$ cat config.mk
export PLATFORM = sky130hd
export DESIGN_NAME = utf8_strict_decoder
export DESIGN_NICKNAME = d
export VERILOG_FILES = /design/src/utf8sd_pkg.sv /design/src/utf8sd_step.sv /design/src/utf8sd_res_fifo.sv /design/src/utf8_strict_decoder.sv
export SDC_FILE = /design/constraint.sdc
export NUM_CORES = 1
export LEC_CHECK = 0
export ABC_AREA = 1
export BUFFER_PORTS_ARGS = -buffer_cell sky130_fd_sc_hd__buf_2
export CAP_MARGIN = 40
export CORE_MARGIN = 2
export CORE_UTILIZATION = 55
export CTS_CLUSTER_SIZE = 24
export DETAILED_ROUTE_END_ITERATION = 10
export HOLD_SLACK_MARGIN = 0.03
export MAX_ROUTING_LAYER = met4
export PLACE_DENSITY = 0.72
export SLEW_MARGIN = 20
export SYNTH_ARGS = -nofsm -noshare
export SYNTH_HDL_FRONTEND = slang
export SYNTH_SLANG_ARGS = --single-unit
$ cat constraint.sdc
create_clock -name clk -period 7.9 [get_ports clk]
set_input_delay 0.395 -clock clk [delete_from_list [all_inputs] [get_ports clk]]
set_output_delay 0.395 -clock clk [all_outputs]
set_load 0.01 [all_outputs]
$ cat src/utf8sd_pkg.sv
// Shared types, constants and helpers for the strict UTF-8 decoder.
// No dependencies; every other file of the block uses this package.
package utf8sd_pkg;

  localparam int OFFSET_BITS_DEF = 32;
  localparam int OUT_OFF_W       = 32;
  localparam int CP_W            = 21;
  localparam int LEN_W           = 3;
  localparam int FIFO_DEPTH      = 4;
  localparam int FIFO_PTR_W      = $clog2(FIFO_DEPTH);
  localparam int FIFO_CNT_W      = $clog2(FIFO_DEPTH + 1);

  // Byte class bounds
  localparam logic [7:0] ASCII_MAX  = 8'h7F;
  localparam logic [7:0] LEAD2_MIN  = 8'hC2;
  localparam logic [7:0] LEAD2_MAX  = 8'hDF;
  localparam logic [7:0] LEAD3_MIN  = 8'hE0;
  localparam logic [7:0] LEAD3_MAX  = 8'hEF;
  localparam logic [7:0] LEAD4_MIN  = 8'hF0;
  localparam logic [7:0] LEAD4_MAX  = 8'hF4;
  localparam logic [7:0] LEAD_ED    = 8'hED;
  localparam logic [7:0] CONT_MASK  = 8'hC0;
  localparam logic [7:0] CONT_TAG   = 8'h80;
  localparam logic [7:0] E0_CONT_MIN = 8'hA0;
  localparam logic [7:0] ED_CONT_MAX = 8'h9F;
  localparam logic [7:0] F0_CONT_MIN = 8'h90;
  localparam logic [7:0] F4_CONT_MAX = 8'h8F;

  typedef enum logic [1:0] {
    KIND_SCALAR = 2'd0,
    KIND_OK     = 2'd1,
    KIND_ERR    = 2'd2
  } kind_t;

  typedef struct packed {
    kind_t                  kind;
    logic [CP_W-1:0]        code_point;
    logic [OUT_OFF_W-1:0]   start_ofs;
    logic [LEN_W-1:0]       n_bytes;
    logic                   last_of_run;
  } res_t;

  // Results of one decode step, in order; count is 0..2
  typedef struct packed {
    logic [1:0] count;
    res_t       r0;
    res_t       r1;
  } res_pair_t;

  function automatic res_t make_res(kind_t k, logic [CP_W-1:0] cp,
                                    logic [OUT_OFF_W-1:0] off,
                                    logic [LEN_W-1:0] len);
    res_t r;
    r.kind        = k;
    r.code_point  = cp;
    r.start_ofs   = off;
    r.n_bytes     = len;
    r.last_of_run = 1'b0;
    return r;
  endfunction

endpackage

$ cat src/utf8sd_step.sv
// Decode state and the single-step decode logic for one stream item.
// Depends on utf8sd_pkg.
module utf8sd_step #(
  parameter int OFFSET_BITS = utf8sd_pkg::OFFSET_BITS_DEF
) (
  input  logic                  clk,
  input  logic                  rst_n,
  input  logic                  fire,
  input  logic [7:0]            data_byte,
  input  logic                  byte_present,
  input  logic                  end_of_input,
  output utf8sd_pkg::res_pair_t results
);

  logic [utf8sd_pkg::CP_W-1:0]  pv_r,   pv_nxt;
  logic [1:0]                   need_r, need_nxt;
  logic [utf8sd_pkg::LEN_W-1:0] slen_r, slen_nxt;
  logic [7:0]                   lead_r, lead_nxt;
  logic                         fcp_r,  fcp_nxt;
  logic [OFFSET_BITS-1:0]       sso_r,  sso_nxt;
  logic [OFFSET_BITS-1:0]       pos_r,  pos_nxt;
  logic                         fail_r, fail_nxt;

  always_comb begin
    utf8sd_pkg::res_t r0, r1;
    logic [1:0]             n;
    logic                   bad;
    logic [OFFSET_BITS-1:0] here;

    r0 = utf8sd_pkg::make_res(utf8sd_pkg::KIND_OK, '0, '0, '0);
    r1 = r0;
    n  = 2'd0;
    bad = 1'b0;
    here = pos_r;
    pv_nxt = pv_r; need_nxt = need_r; slen_nxt = slen_r; lead_nxt = lead_r;
    fcp_nxt = fcp_r; sso_nxt = sso_r; pos_nxt = pos_r; fail_nxt = fail_r;

    if (byte_present) begin
      // saturate the position counter
      if (pos_r != {OFFSET_BITS{1'b1}}) begin
        pos_nxt = pos_r + 1'b1;
      end
      if (!fail_r) begin
        if (need_r == 2'd0) begin
          if (data_byte <= utf8sd_pkg::ASCII_MAX) begin
            r0 = utf8sd_pkg::make_res(utf8sd_pkg::KIND_SCALAR,
                   {{(utf8sd_pkg::CP_W-8){1'b0}}, data_byte},
                   utf8sd_pkg::OUT_OFF_W'(here), utf8sd_pkg::LEN_W'(1));
            n = 2'd1;
          end else if (data_byte inside
                       {[utf8sd_pkg::LEAD2_MIN:utf8sd_pkg::LEAD2_MAX]} ||
                       data_byte inside
                       {[utf8sd_pkg::LEAD3_MIN:utf8sd_pkg::LEAD3_MAX]} ||
                       data_byte inside
                       {[utf8sd_pkg::LEAD4_MIN:utf8sd_pkg::LEAD4_MAX]}) begin
            if (data_byte <= utf8sd_pkg::LEAD2_MAX) begin
              pv_nxt   = utf8sd_pkg::CP_W'(data_byte[4:0]);
              need_nxt = 2'd1;
            end else if (data_byte <= utf8sd_pkg::LEAD3_MAX) begin
              pv_nxt   = utf8sd_pkg::CP_W'(data_byte[3:0]);
              need_nxt = 2'd2;
            end else begin
              pv_nxt   = utf8sd_pkg::CP_W'(data_byte[2:0]);
              need_nxt = 2'd3;
            end
            slen_nxt = utf8sd_pkg::LEN_W'(need_nxt) + 1'b1;
            lead_nxt = data_byte;
            fcp_nxt  = 1'b1;
            sso_nxt  = here;
          end else begin
            fail_nxt = 1'b1;
            sso_nxt  = here;
            r0 = utf8sd_pkg::make_res(utf8sd_pkg::KIND_ERR, '0,
                   utf8sd_pkg::OUT_OFF_W'(here), '0);
            n = 2'd1;
          end
        end else begin
          bad = (data_byte & utf8sd_pkg::CONT_MASK) != utf8sd_pkg::CONT_TAG;
          if (fcp_r) begin
            if (lead_r == utf8sd_pkg::LEAD3_MIN &&
                data_byte < utf8sd_pkg::E0_CONT_MIN) bad = 1'b1;
            if (lead_r == utf8sd_pkg::LEAD_ED &&
                data_byte > utf8sd_pkg::ED_CONT_MAX) bad = 1'b1;
            if (lead_r == utf8sd_pkg::LEAD4_MIN &&
                data_byte < utf8sd_pkg::F0_CONT_MIN) bad = 1'b1;
            if (lead_r == utf8sd_pkg::LEAD4_MAX &&
                data_byte > utf8sd_pkg::F4_CONT_MAX) bad = 1'b1;
          end
          if (bad) begin
            fail_nxt = 1'b1;
            need_nxt = 2'd0;
            r0 = utf8sd_pkg::make_res(utf8sd_pkg::KIND_ERR, '0,
                   utf8sd_pkg::OUT_OFF_W'(sso_r), '0);
            n = 2'd1;
          end else begin
            pv_nxt   = {pv_r[utf8sd_pkg::CP_W-7:0], data_byte[5:0]};
            fcp_nxt  = 1'b0;
            need_nxt = need_r - 1'b1;
            if (need_nxt == 2'd0) begin
              r0 = utf8sd_pkg::make_res(utf8sd_pkg::KIND_SCALAR, pv_nxt,
                     utf8sd_pkg::OUT_OFF_W'(sso_r), slen_r);
              n = 2'd1;
            end
          end
        end
      end
    end

    if (end_of_input) begin
      // a sequence still open at the end is an error of its own
      if (!fail_nxt && need_nxt != 2'd0) begin
        fail_nxt = 1'b1;
        r0 = utf8sd_pkg::make_res(utf8sd_pkg::KIND_ERR, '0,
               utf8sd_pkg::OUT_OFF_W'(sso_nxt), '0);
        n = 2'd1;
      end
      if (n == 2'd0) begin
        r0 = fail_nxt ?
             utf8sd_pkg::make_res(utf8sd_pkg::KIND_ERR, '0,
               utf8sd_pkg::OUT_OFF_W'(sso_nxt), '0) :
             utf8sd_pkg::make_res(utf8sd_pkg::KIND_OK, '0,
               utf8sd_pkg::OUT_OFF_W'(pos_nxt), '0);
      end else begin
        r1 = fail_nxt ?
             utf8sd_pkg::make_res(utf8sd_pkg::KIND_ERR, '0,
               utf8sd_pkg::OUT_OFF_W'(sso_nxt), '0) :
             utf8sd_pkg::make_res(utf8sd_pkg::KIND_OK, '0,
               utf8sd_pkg::OUT_OFF_W'(pos_nxt), '0);
      end
      n = n + 1'b1;
      pv_nxt = '0; need_nxt = '0; slen_nxt = '0; lead_nxt = '0;
      fcp_nxt = 1'b0; sso_nxt = '0; pos_nxt = '0; fail_nxt = 1'b0;
    end

    if (n == 2'd1) r0.last_of_run = 1'b1;
    if (n == 2'd2) r1.last_of_run = 1'b1;

    results.count = n;
    results.r0    = r0;
    results.r1    = r1;
  end

  always_ff @(posedge clk) begin
    if (!rst_n) begin
      pv_r <= '0; need_r <= '0; slen_r <= '0; lead_r <= '0;
      fcp_r <= 1'b0; sso_r <= '0; pos_r <= '0; fail_r <= 1'b0;
    end else if (fire) begin
      pv_r <= pv_nxt; need_r <= need_nxt; slen_r <= slen_nxt;
      lead_r <= lead_nxt; fcp_r <= fcp_nxt; sso_r <= sso_nxt;
      pos_r <= pos_nxt; fail_r <= fail_nxt;
    end
  end

endmodule

$ cat src/utf8sd_res_fifo.sv
// Result queue: takes up to two results a cycle, hands out one.
// Depends on utf8sd_pkg.
module utf8sd_res_fifo (
  input  logic                  clk,
  input  logic                  rst_n,
  input  logic                  push,
  input  utf8sd_pkg::res_pair_t push_data,
  input  logic                  pop,
  output utf8sd_pkg::res_t      head,
  output logic                  head_valid,
  output logic                  room,
  output logic [utf8sd_pkg::FIFO_CNT_W-1:0] level
);

  utf8sd_pkg::res_t                   entry_r [utf8sd_pkg::FIFO_DEPTH];
  logic [utf8sd_pkg::FIFO_PTR_W-1:0]  rd_ptr_r, rd_ptr_nxt;
  logic [utf8sd_pkg::FIFO_PTR_W-1:0]  wr_ptr_r, wr_ptr_nxt;
  logic [utf8sd_pkg::FIFO_CNT_W-1:0]  cnt_r,    cnt_nxt;
  logic [1:0]                         n_push;
  logic                               do_pop;

  assign n_push     = push ? push_data.count : 2'd0;
  assign head_valid = cnt_r != '0;
  assign do_pop     = pop && head_valid;
  assign head       = entry_r[rd_ptr_r];
  // room for a full pair, judged before this cycle's pop
  assign room       = cnt_r <= utf8sd_pkg::FIFO_CNT_W'(utf8sd_pkg::FIFO_DEPTH - 2);
  assign level      = cnt_r;

  always_comb begin
    wr_ptr_nxt = wr_ptr_r + utf8sd_pkg::FIFO_PTR_W'(n_push);
    rd_ptr_nxt = rd_ptr_r + utf8sd_pkg::FIFO_PTR_W'(do_pop);
    cnt_nxt    = cnt_r + utf8sd_pkg::FIFO_CNT_W'(n_push)
                       - utf8sd_pkg::FIFO_CNT_W'(do_pop);
  end

  always_ff @(posedge clk) begin
    if (!rst_n) begin
      rd_ptr_r <= '0;
      wr_ptr_r <= '0;
      cnt_r    <= '0;
    end else begin
      rd_ptr_r <= rd_ptr_nxt;
      wr_ptr_r <= wr_ptr_nxt;
      cnt_r    <= cnt_nxt;
    end
  end

  always_ff @(posedge clk) begin
    if (n_push != 2'd0) begin
      entry_r[wr_ptr_r] <= push_data.r0;
    end
    if (n_push == 2'd2) begin
      entry_r[wr_ptr_r + 1'b1] <= push_data.r1;
    end
  end

endmodule

$ cat src/utf8_strict_decoder.sv
// Strict UTF-8 decoder top level: input register, decode step, result queue.
// Depends on utf8sd_pkg, utf8sd_step and utf8sd_res_fifo.
//
// Usage:
//   Input stream: one request per byte. in_tdata carries the byte, in_tuser
//   says whether the byte is present (clear for an end-only request) and
//   in_tlast ends the stream after that byte.
//   Result stream: out_tuser is the kind (scalar, finished ok, error),
//   out_tdata packs code point, start offset and length, out_tlast marks the
//   last result that one input request causes.
//   Path: a request is held in the input register, decoded, and its results
//   are registered in the result queue, from which out_tvalid is driven.
//   Throughput: one input request per cycle while the result queue has room
//   for a pair; an end-of-stream request that gives two results hands them
//   out one after the other.
//   Stall: a four-entry result queue sits between decode and the output;
//   decode holds while fewer than two entries are free, and in_tready drops
//   once the held input register cannot move on.
//   Reset: rst_n low clears the decode state, the position counter and the
//   queue; the first byte afterwards has offset zero.
module utf8_strict_decoder #(
  parameter int OFFSET_BITS = utf8sd_pkg::OFFSET_BITS_DEF
) (
  input  logic        clk,
  input  logic        rst_n,
  input  logic        in_tvalid,
  output logic        in_tready,
  input  logic [7:0]  in_tdata,   // [7:0] data_byte
  input  logic        in_tuser,   // [0] byte_present
  input  logic        in_tlast,   // end_of_input
  output logic        out_tvalid,
  input  logic        out_tready,
  output logic [55:0] out_tdata,  // [20:0] code_point, [52:21] start_ofs,
                                  // [55:53] n_bytes
  output logic [1:0]  out_tuser,  // [1:0] kind
  output logic        out_tlast   // last_of_run
);

  logic                  in_valid_r;
  logic [7:0]            in_byte_r;
  logic                  in_present_r;
  logic                  in_end_r;
  logic                  fire;
  logic                  room;
  utf8sd_pkg::res_pair_t step_res;
  utf8sd_pkg::res_t      head;
  logic [utf8sd_pkg::FIFO_CNT_W-1:0] level;

  // advance the held request into decode when the queue has room for a pair
  assign fire      = in_valid_r && room;
  assign in_tready = !in_valid_r || fire;

  always_ff @(posedge clk) begin
    if (!rst_n) begin
      in_valid_r <= 1'b0;
    end else if (in_tready) begin
      in_valid_r <= in_tvalid;
    end
  end

  // payload needs no reset
  always_ff @(posedge clk) begin
    if (in_tvalid && in_tready) begin
      in_byte_r    <= in_tdata;
      in_present_r <= in_tuser;
      in_end_r     <= in_tlast;
    end
  end

  utf8sd_step #(
    .OFFSET_BITS (OFFSET_BITS)
  ) u_step (
    .clk          (clk),
    .rst_n        (rst_n),
    .fire         (fire),
    .data_byte    (in_byte_r),
    .byte_present (in_present_r),
    .end_of_input (in_end_r),
    .results      (step_res)
  );

  utf8sd_res_fifo u_fifo (
    .clk        (clk),
    .rst_n      (rst_n),
    .push       (fire),
    .push_data  (step_res),
    .pop        (out_tready),
    .head       (head),
    .head_valid (out_tvalid),
    .room       (room),
    .level      (level)
  );

  assign out_tdata = {head.n_bytes, head.start_ofs, head.code_point};
  assign out_tuser = head.kind;
  assign out_tlast = head.last_of_run;

`ifndef SYNTHESIS
  // the queue never overfills
  assert property (@(posedge clk) disable iff (!rst_n)
    level <= utf8sd_pkg::FIFO_CNT_W'(utf8sd_pkg::FIFO_DEPTH))
    else $error("result queue overflow");

  // status results carry no code point and no length
  assert property (@(posedge clk) disable iff (!rst_n)
    out_tvalid && out_tuser != utf8sd_pkg::KIND_SCALAR |->
      out_tdata[55:53] == '0 && out_tdata[20:0] == '0)
    else $error("status result with payload");

  // a decoded scalar always has a length of one to four
  assert property (@(posedge clk) disable iff (!rst_n)
    out_tvalid && out_tuser == utf8sd_pkg::KIND_SCALAR |->
      out_tdata[55:53] != '0 && out_tdata[55:53] <= 3'd4)
    else $error("scalar with bad length");

  // a held request that cannot decode blocks the input
  assert property (@(posedge clk) disable iff (!rst_n)
    in_valid_r && !room |-> !in_tready)
    else $error("input taken while decode stalled");
`endif

endmodule
# Word-level counts from Yosys, hierarchy flattened
# Memories as Yosys holds them, arrays and structs flattened. A register that Yosys moved wholly into a read port is not among the register bits.
# Index checks and enable logic that the tools add are counted.
[totals] latchBits=0 out_inout_bits=61 mem_count=1 mem_bits_rw=236 rom_bits=0 ff_bits=112
[classes] n_mul=0 n_reduce_logical=27 n_addsub=9 n_shift=0 mux=98 magnitude_cmp=12 n_bitwise=0 eq_ne=14 n_div=0
[mem_list] name="u_fifo.entry_r" words=4 width=59 read_ports=1 rd_clocked_by_memory_dff=1 wr=2 line="utf8sd_res_fifo.sv:15" text="utf8sd_pkg::res_t entry_r [utf8sd_pkg::FIFO_DEPTH];"
[ops] op="$mux 59" n=12
[ops] op="$mux 32" n=8
[ops] op="$mux 15" n=7
[ops] op="$mux 58" n=1
[ops] op="$mux 8" n=6
[ops] op="$mux 2" n=23
[ops] op="$mux 1" n=33
[ops] op="$add 32x1->32 const B" n=1
[ops] op="$eq 8x8->1 const B" n=4
[ops] op="$ne 32x32->1 const B" n=1
[ops] op="$ge 8x8->1 const B" n=3
[ops] op="$le 8x8->1 const B" n=3
[ops] op="$mux 3" n=6
[ops] op="$gt 8x8->1 const B" n=2
[ops] op="$lt 8x8->1 const B" n=2
[ops] op="$reduce_and 6->1" n=2
[ops] op="$logic_and 1x1->1" n=11
[ops] op="$reduce_bool 2->1" n=5
[ops] op="$le 8x7->1 const B" n=1
[ops] op="$logic_not 2->1" n=3
[ops] op="$ne 2x2->1 const B" n=3
[ops] op="$ne 3x3->1 const B" n=2
[ops] op="$mux 5" n=1
[ops] op="$add 2x1->2 const B" n=2
[ops] op="other kinds (14)" n=18

# Depth between registers and ports, before layout
[logic_depth] word_depth=24 ltp_mapped=24 depth_no_buf=23

# By module
# Synthesis repeated with hierarchy kept, for this count alone.
[unflattened] hier_cells=2649 area_unflattened_um2=20234.4
[modules_own_cells] mod="utf8sd_res_fifo" area_each_um2=11685.0 instances=1 cells_per_inst=1220 seq_area_each_um2=7226.9
[modules_own_cells] mod="utf8sd_step" area_each_um2=8190.4 instances=1 cells_per_inst=1410 seq_area_each_um2=1881.8
[modules_own_cells] mod="utf8_strict_decoder" area_each_um2=359.1 instances=1 cells_per_inst=19 seq_area_each_um2=320.3

# Least setup slack after synthesis
# Ideal clock, no wire load.
[synth_timing] path_kind="flip-flop to flip-flop" from="reg in_byte_r[5]" to="mem u_fifo.entry_r[0][0] (netlist bit) (enable)" t_required_ps=7507 t_arrival_ps=2793 stages_incl_launch_ff=22 setup_time_ps=393 setup_slack_ps=4714 path_cell_list="edfxtp_1 inv_2 nand2_1 nand2_1 nand2_1 nand2_1 nand2_1 nand2_2 nand2_4 nand2_1 nand2_2 nand2_2 nand2_4 inv_8 nand2_4 nand2_8 nand3_4 inv_4 nand2_2 buf_2 buf_6 nand2_1"
[synth_lines] element="from (decl)" line="utf8_strict_decoder.sv:40" text="logic [7:0] in_byte_r;"
[synth_lines] element="from (signal assigned)" line="utf8_strict_decoder.sv:64" text="in_byte_r <= in_tdata;"
[synth_lines] element="to (decl)" line="utf8sd_res_fifo.sv:15"

# Worst setup path in the final report
[layout_timing] from="reg in_byte_r[7]" to="reg u_fifo.cnt_r (netlist bit u_fifo.level[2])"
[layout_via] elab_chain_cells=23 word_cells_on_any_way=64 cone_classes="3 x add/sub; 11 x order compare; 1 x eq/ne; 37 x mux; 12 x reduce/logical"
[layout_rtl] element="$lt 8x8->1" line="utf8sd_step.sv:81" text="data_byte < utf8sd_pkg::E0_CONT_MIN) bad = 1'b1;"
[layout_rtl] element="$logic_and 1x1->1" line="utf8sd_step.sv:80" text="if (lead_r == utf8sd_pkg::LEAD3_MIN &&"
[layout_rtl] element="$mux 1" line="utf8sd_step.sv:80"
[layout_rtl] element="$mux 1" line="utf8sd_step.sv:82" text="if (lead_r == utf8sd_pkg::LEAD_ED &&"
[layout_rtl] element="$mux 1" line="utf8sd_step.sv:84" text="if (lead_r == utf8sd_pkg::LEAD4_MIN &&"
[layout_rtl] element="$mux 1" line="utf8sd_step.sv:86" text="if (lead_r == utf8sd_pkg::LEAD4_MAX &&"
[layout_rtl] element="$mux 1" line="utf8sd_step.sv:79" text="if (fcp_r) begin"
[layout_rtl] element="$mux 1" line="utf8sd_step.sv:44" text="if (need_r == 2'd0) begin"
[layout_rtl] element="(+7 left out)"
[layout_rtl] element="$logic_and 1x1->1" line="utf8sd_step.sv:111" text="if (!fail_nxt && need_nxt != 2'd0) begin"
[layout_rtl] element="$mux 2" line="utf8sd_step.sv:111"
[layout_rtl] element="$mux 2" line="utf8sd_step.sv:109" text="if (end_of_input) begin"
[layout_rtl] element="$add 2x1->2" line="utf8sd_step.sv:130" text="n = n + 1'b1;"
[layout_rtl] element="$mux 2 *" line="utf8sd_step.sv:109"
[layout_rtl] element="$mux 2 *" line="utf8sd_res_fifo.sv:22" text="assign n_push = push ? push_data.count : 2'd0;"
[layout_rtl] element="$add 3x2->3 *" line="utf8sd_res_fifo.sv:33" text="cnt_nxt = cnt_r + utf8sd_pkg::FIFO_CNT_W'(n_push)"
[layout_rtl] element="$sub 3x1->3 *" line="utf8sd_res_fifo.sv:34" text="- utf8sd_pkg::FIFO_CNT_W'(do_pop);"
[layout_rtl] element="to (signal assigned)" line="utf8sd_res_fifo.sv:45" text="cnt_r <= cnt_nxt;"
[layout_rtl] element="to (decl)" line="utf8sd_res_fifo.sv:18" text="logic [utf8sd_pkg::FIFO_CNT_W-1:0] cnt_r, cnt_nxt;"
# Every way passes the cells marked *; elsewhere a longest branch is shown, timed or not. The select of a mux whose other input is x is not followed.
# A chain may end at the register's enable or synchronous reset.

==> results.yml <==
placed_design:
  gp_congestion: 0.984
  placed_cells: 3184
  place_hpwl_um: 37500
  portBuffers: 74
  postPlaceCellArea_sq_um: 19900
  place_ws_ns: 3.21
logic_synthesis:
  async_flop_share: 0
  synth.distinct_cells: 46
  ys.flop_type: "dfxtp_1"
  synth.yosys.seq_area_share: 0.433
  syn-cell-area_sq_um: 19600
  synth_edf_count: 150
  ys.warnings.count: 0
  synth_area_per_cell_sq_um: 6.99
  synth_seq_cells: 348
  synth_cells: 2798
  synth_nets: 2821
clock_network:
  cts_tree: "built"
  cts-buffers-inserted: 38
  insertion_delay_ns: 0.56
  postCtsSetupBuffers: 0
  cts_max_level: 2
  cts.sink_count: 348
  clkTransAtPathRegs_ns: 0.06
  cts_max_path_buffers: 3
  cts-root-buf: "clkbuf_16"
worst_hold_path:
  holdPathEnd: "in_valid_r"
  hold_path_depth: 3
  hold_path.class: "in -> reg"
  hp-start: "in_tvalid"
timing:
  timing.final.crit_share: 0.558
  rsz0062_at_grt: "no"
  tns_ns: 0
  fin_crit_ns: 4.41
  slew_violations: 0
  slew-limit-headroom: 0.428
  setup_viol: 0
  hold_viol_final: 0
  finClkSkew_ns: 0.0280
  fin_ws_ns: 3.49
  max_freq_mhz: 227
  worst_slew_pin_slew_ns: 0.856
worst_setup_path:
  ff2ff_path_depth: 19
  r2r-start: "in_byte_r[7]"
  cp_common_cell: "nand2_2"
  critPathKind: "reg -> reg"
  slowest_delay_ns: 0.56
  reg2reg_to: "u_fifo.level[2]"
  cp_cell_sequence: "nand2_1 -> nor2_4 -> nand3_2 -> nand2_4 -> inv_2 -> nand2_2 -> nand2_2 -> nand2_2 -> nand2_4 -> inv_8 -> nand2_4 -> nand2_8 -> nand2_2 -> inv_1 -> nor3_1 -> ha_1 -> fa_1 -> o21ai_0 -> a21oi_1"
  crit_path_start: "in_byte_r[7]"
  worstPathRequired_ns: 8.33
  cp-start-kind: "register"
  worstPathArrival_ns: 4.83
  cp_slowest_cell: "edfxtp_1"
  r2r_slack_ns: 3.49
  crit_path_end_kind: "register"
  cp_max_fo: 33
grt:
  grt_overflow_total: 0
  grt_pass1_wl_um: 94700
  busiest_layer: "met2"
  grt_antenna_before_repair: 0
  grt.total_usage: 0.335
  grt_use_met1: 0.476
  grt_max_degree: 85
  met2_usage: 0.488
  met3_usage: 0.0662
  first_global_vias: 17200
routing:
  routed_wl_um: 59900
  first_pass_iters: 6
  wl_per_cell_um: 18.3
  vias: 19200
  via_per_inst: 5.87
  drc: 0
  antenna_left: 0
  drt_first_iter_violations: 2271
layout:
  layout_common_cells: "985 x nand2_1, 249 x o21ai_0, 220 x inv_1"
  design_area_sq_um: 21500
  syn_to_final_growth_pct: 9.80
  n_antenna_cell: 0
  final_cells: 3271
  fill_cells: 3154
  post-route-util: 0.608
  layout_commonest_cell: "nand2_1"
  layout-drive-gt1-share: 0.0826
  final_nets: 2804
floorplanning:
  num_io_pins: 75
  die_h_um: 193
  start_util: 0.554
  rows: 69
  core_sq_um: 35300
  die_area_sq_um: 37100
  die_width_um: 193
job:
  maxCapViolations: 0
status:
  run_status: "complete, no violations"
power_and_ir_drop:
  p_per_area_nw_per_um2: 256
  power.leakage_nw: 9.25
  peakVddDrop_uv: 311
## cell usage after synthesis, types with 3 or more instances
cell type | n | share of area
a211oi_1 | 4 | 0.0015
a21oi_1 | 169 | 0.043
buf_1 | 8 | 0.0015
buf_2 | 40 | 0.010
buf_4 | 12 | 0.0046
buf_6 | 11 | 0.0063
clkbuf_1 | 102 | 0.020
clkinv_1 | 3 | 0.00058
dfxtp_1 | 198 | 0.20
edfxtp_1 | 150 | 0.23
ha_1 | 8 | 0.0051
inv_1 | 221 | 0.042
inv_2 | 12 | 0.0023
nand2_1 | 985 | 0.19
nand2_2 | 18 | 0.0058
nand2_4 | 5 | 0.0029
nand3_1 | 196 | 0.050
nand3_2 | 4 | 0.0020
nand4_1 | 11 | 0.0035
nor2_1 | 203 | 0.039
nor2_2 | 3 | 0.00096
nor2_4 | 7 | 0.0040
nor3_1 | 23 | 0.0059
o21ai_0 | 249 | 0.064
o21ai_1 | 5 | 0.0013
o22ai_1 | 65 | 0.021
o31ai_1 | 6 | 0.0023
o32ai_1 | 30 | 0.013
xor2_1 | 29 | 0.013
## critical path, delay by kind of cell (launching register included)
family	cells	cell delay, ns
AOI/OAI and AO/OA	2	0.25
adders and majority gates	2	0.66
buffers and inverters	3	0.65
DFF	1	0.56
and+or+nand+nor	12	2.14
## flip-flops by register name (all words and copies together), names as in the netlist
register and count:
u_fifo.entry_r 236, u_step.pos_r 32, u_step.sso_r 32, u_step.pv_r 15, in_byte_r 8, u_step.lead_r 8, u_fifo.level 3, u_step.slen_r 3
u_fifo.rd_ptr_r 2, u_fifo.wr_ptr_r 2, u_step.need_r 2, in_end_r 1, in_present_r 1, in_valid_r 1, u_step.fail_r 1, u_step.fcp_r 1
## stage by stage
| step | hold slack (ns) | power, mW |
|---|---|---|
| 6_report | 0.121 | 5.50 |
| 5_1_grt | 0.143 | 5.75 |
| 4_1_cts | 0.103 | 5.45 |
| 3_5_place_dp | 0.452 | 3.65 |
| 3_3_place_gp | 0.445 | 3.60 |
| 2_1_floorplan | 0.429 | 3.11 |
## kinds of logic (layout without fill, tap and decap cells)
kind of cell,Yosys count,in the layout,synth area share
adders and majority gates,9,9,0.00614
and+or+nand+nor,1466,1466,0.309
xor gates and xnor gates,30,30,0.0134
DFF,348,348,0.433
AOI/OAI and AO/OA,531,531,0.148
buffers and inverters,414,426,0.0904
## power by group
| group | total (mW) | leakage [nW] | switching (mW) | internal (mW) |
|---|---|---|---|---|
| combinational | 1.60 | 5.56 | 1.13 | 0.475 |
| sequential | 2.08 | 3.06 | 0.0822 | 1.99 |
| clock | 1.82 | 0.623 | 0.751 | 1.07 |
## worst max path at each step
stage / endpoint / slack, ns
global placement: u_fifo.entry_r[0][57] / 3.38
global route: u_fifo.level[2] / 3.31
detailed placement: u_fifo.entry_r[0][22] / 3.21
finish: u_fifo.level[2] / 3.49
floorplan: u_fifo.entry_r[0][0] / 4.71
CTS: u_fifo.entry_r[0][22] / 3.20
## routing by layer
layer | routed length [um] | vias to the layer above
li1 | - | 9112
met5 | 0 | -
met3 | 7510 | 107
met4 | 1210 | 0
met1 | 25600 | 8839
met2 | 25500 | 1129
## cell type report
class | count | area [sq um] | share of cell area
Multi-Input combinational cell | 2036 | 9320 | 0.434
Inverter | 239 | 910 | 0.0424
Tap cell | 461 | 577 | 0.0269
Sequential cell | 348 | 8470 | 0.395
Timing Repair Buffer | 118 | 916 | 0.0427
Clock buffer | 53 | 1090 | 0.0508
Clock inverter | 16 | 178 | 0.00828
## what timing repair did
| item | 4_1_cts | 5_1_grt |
|---|---|---|
| hold buffers | 10 | 0 |
| resized for setup | 0 | 0 |
| hold endpoints to repair | 10 | 0 |
Power figures use the tool's default switching activity.
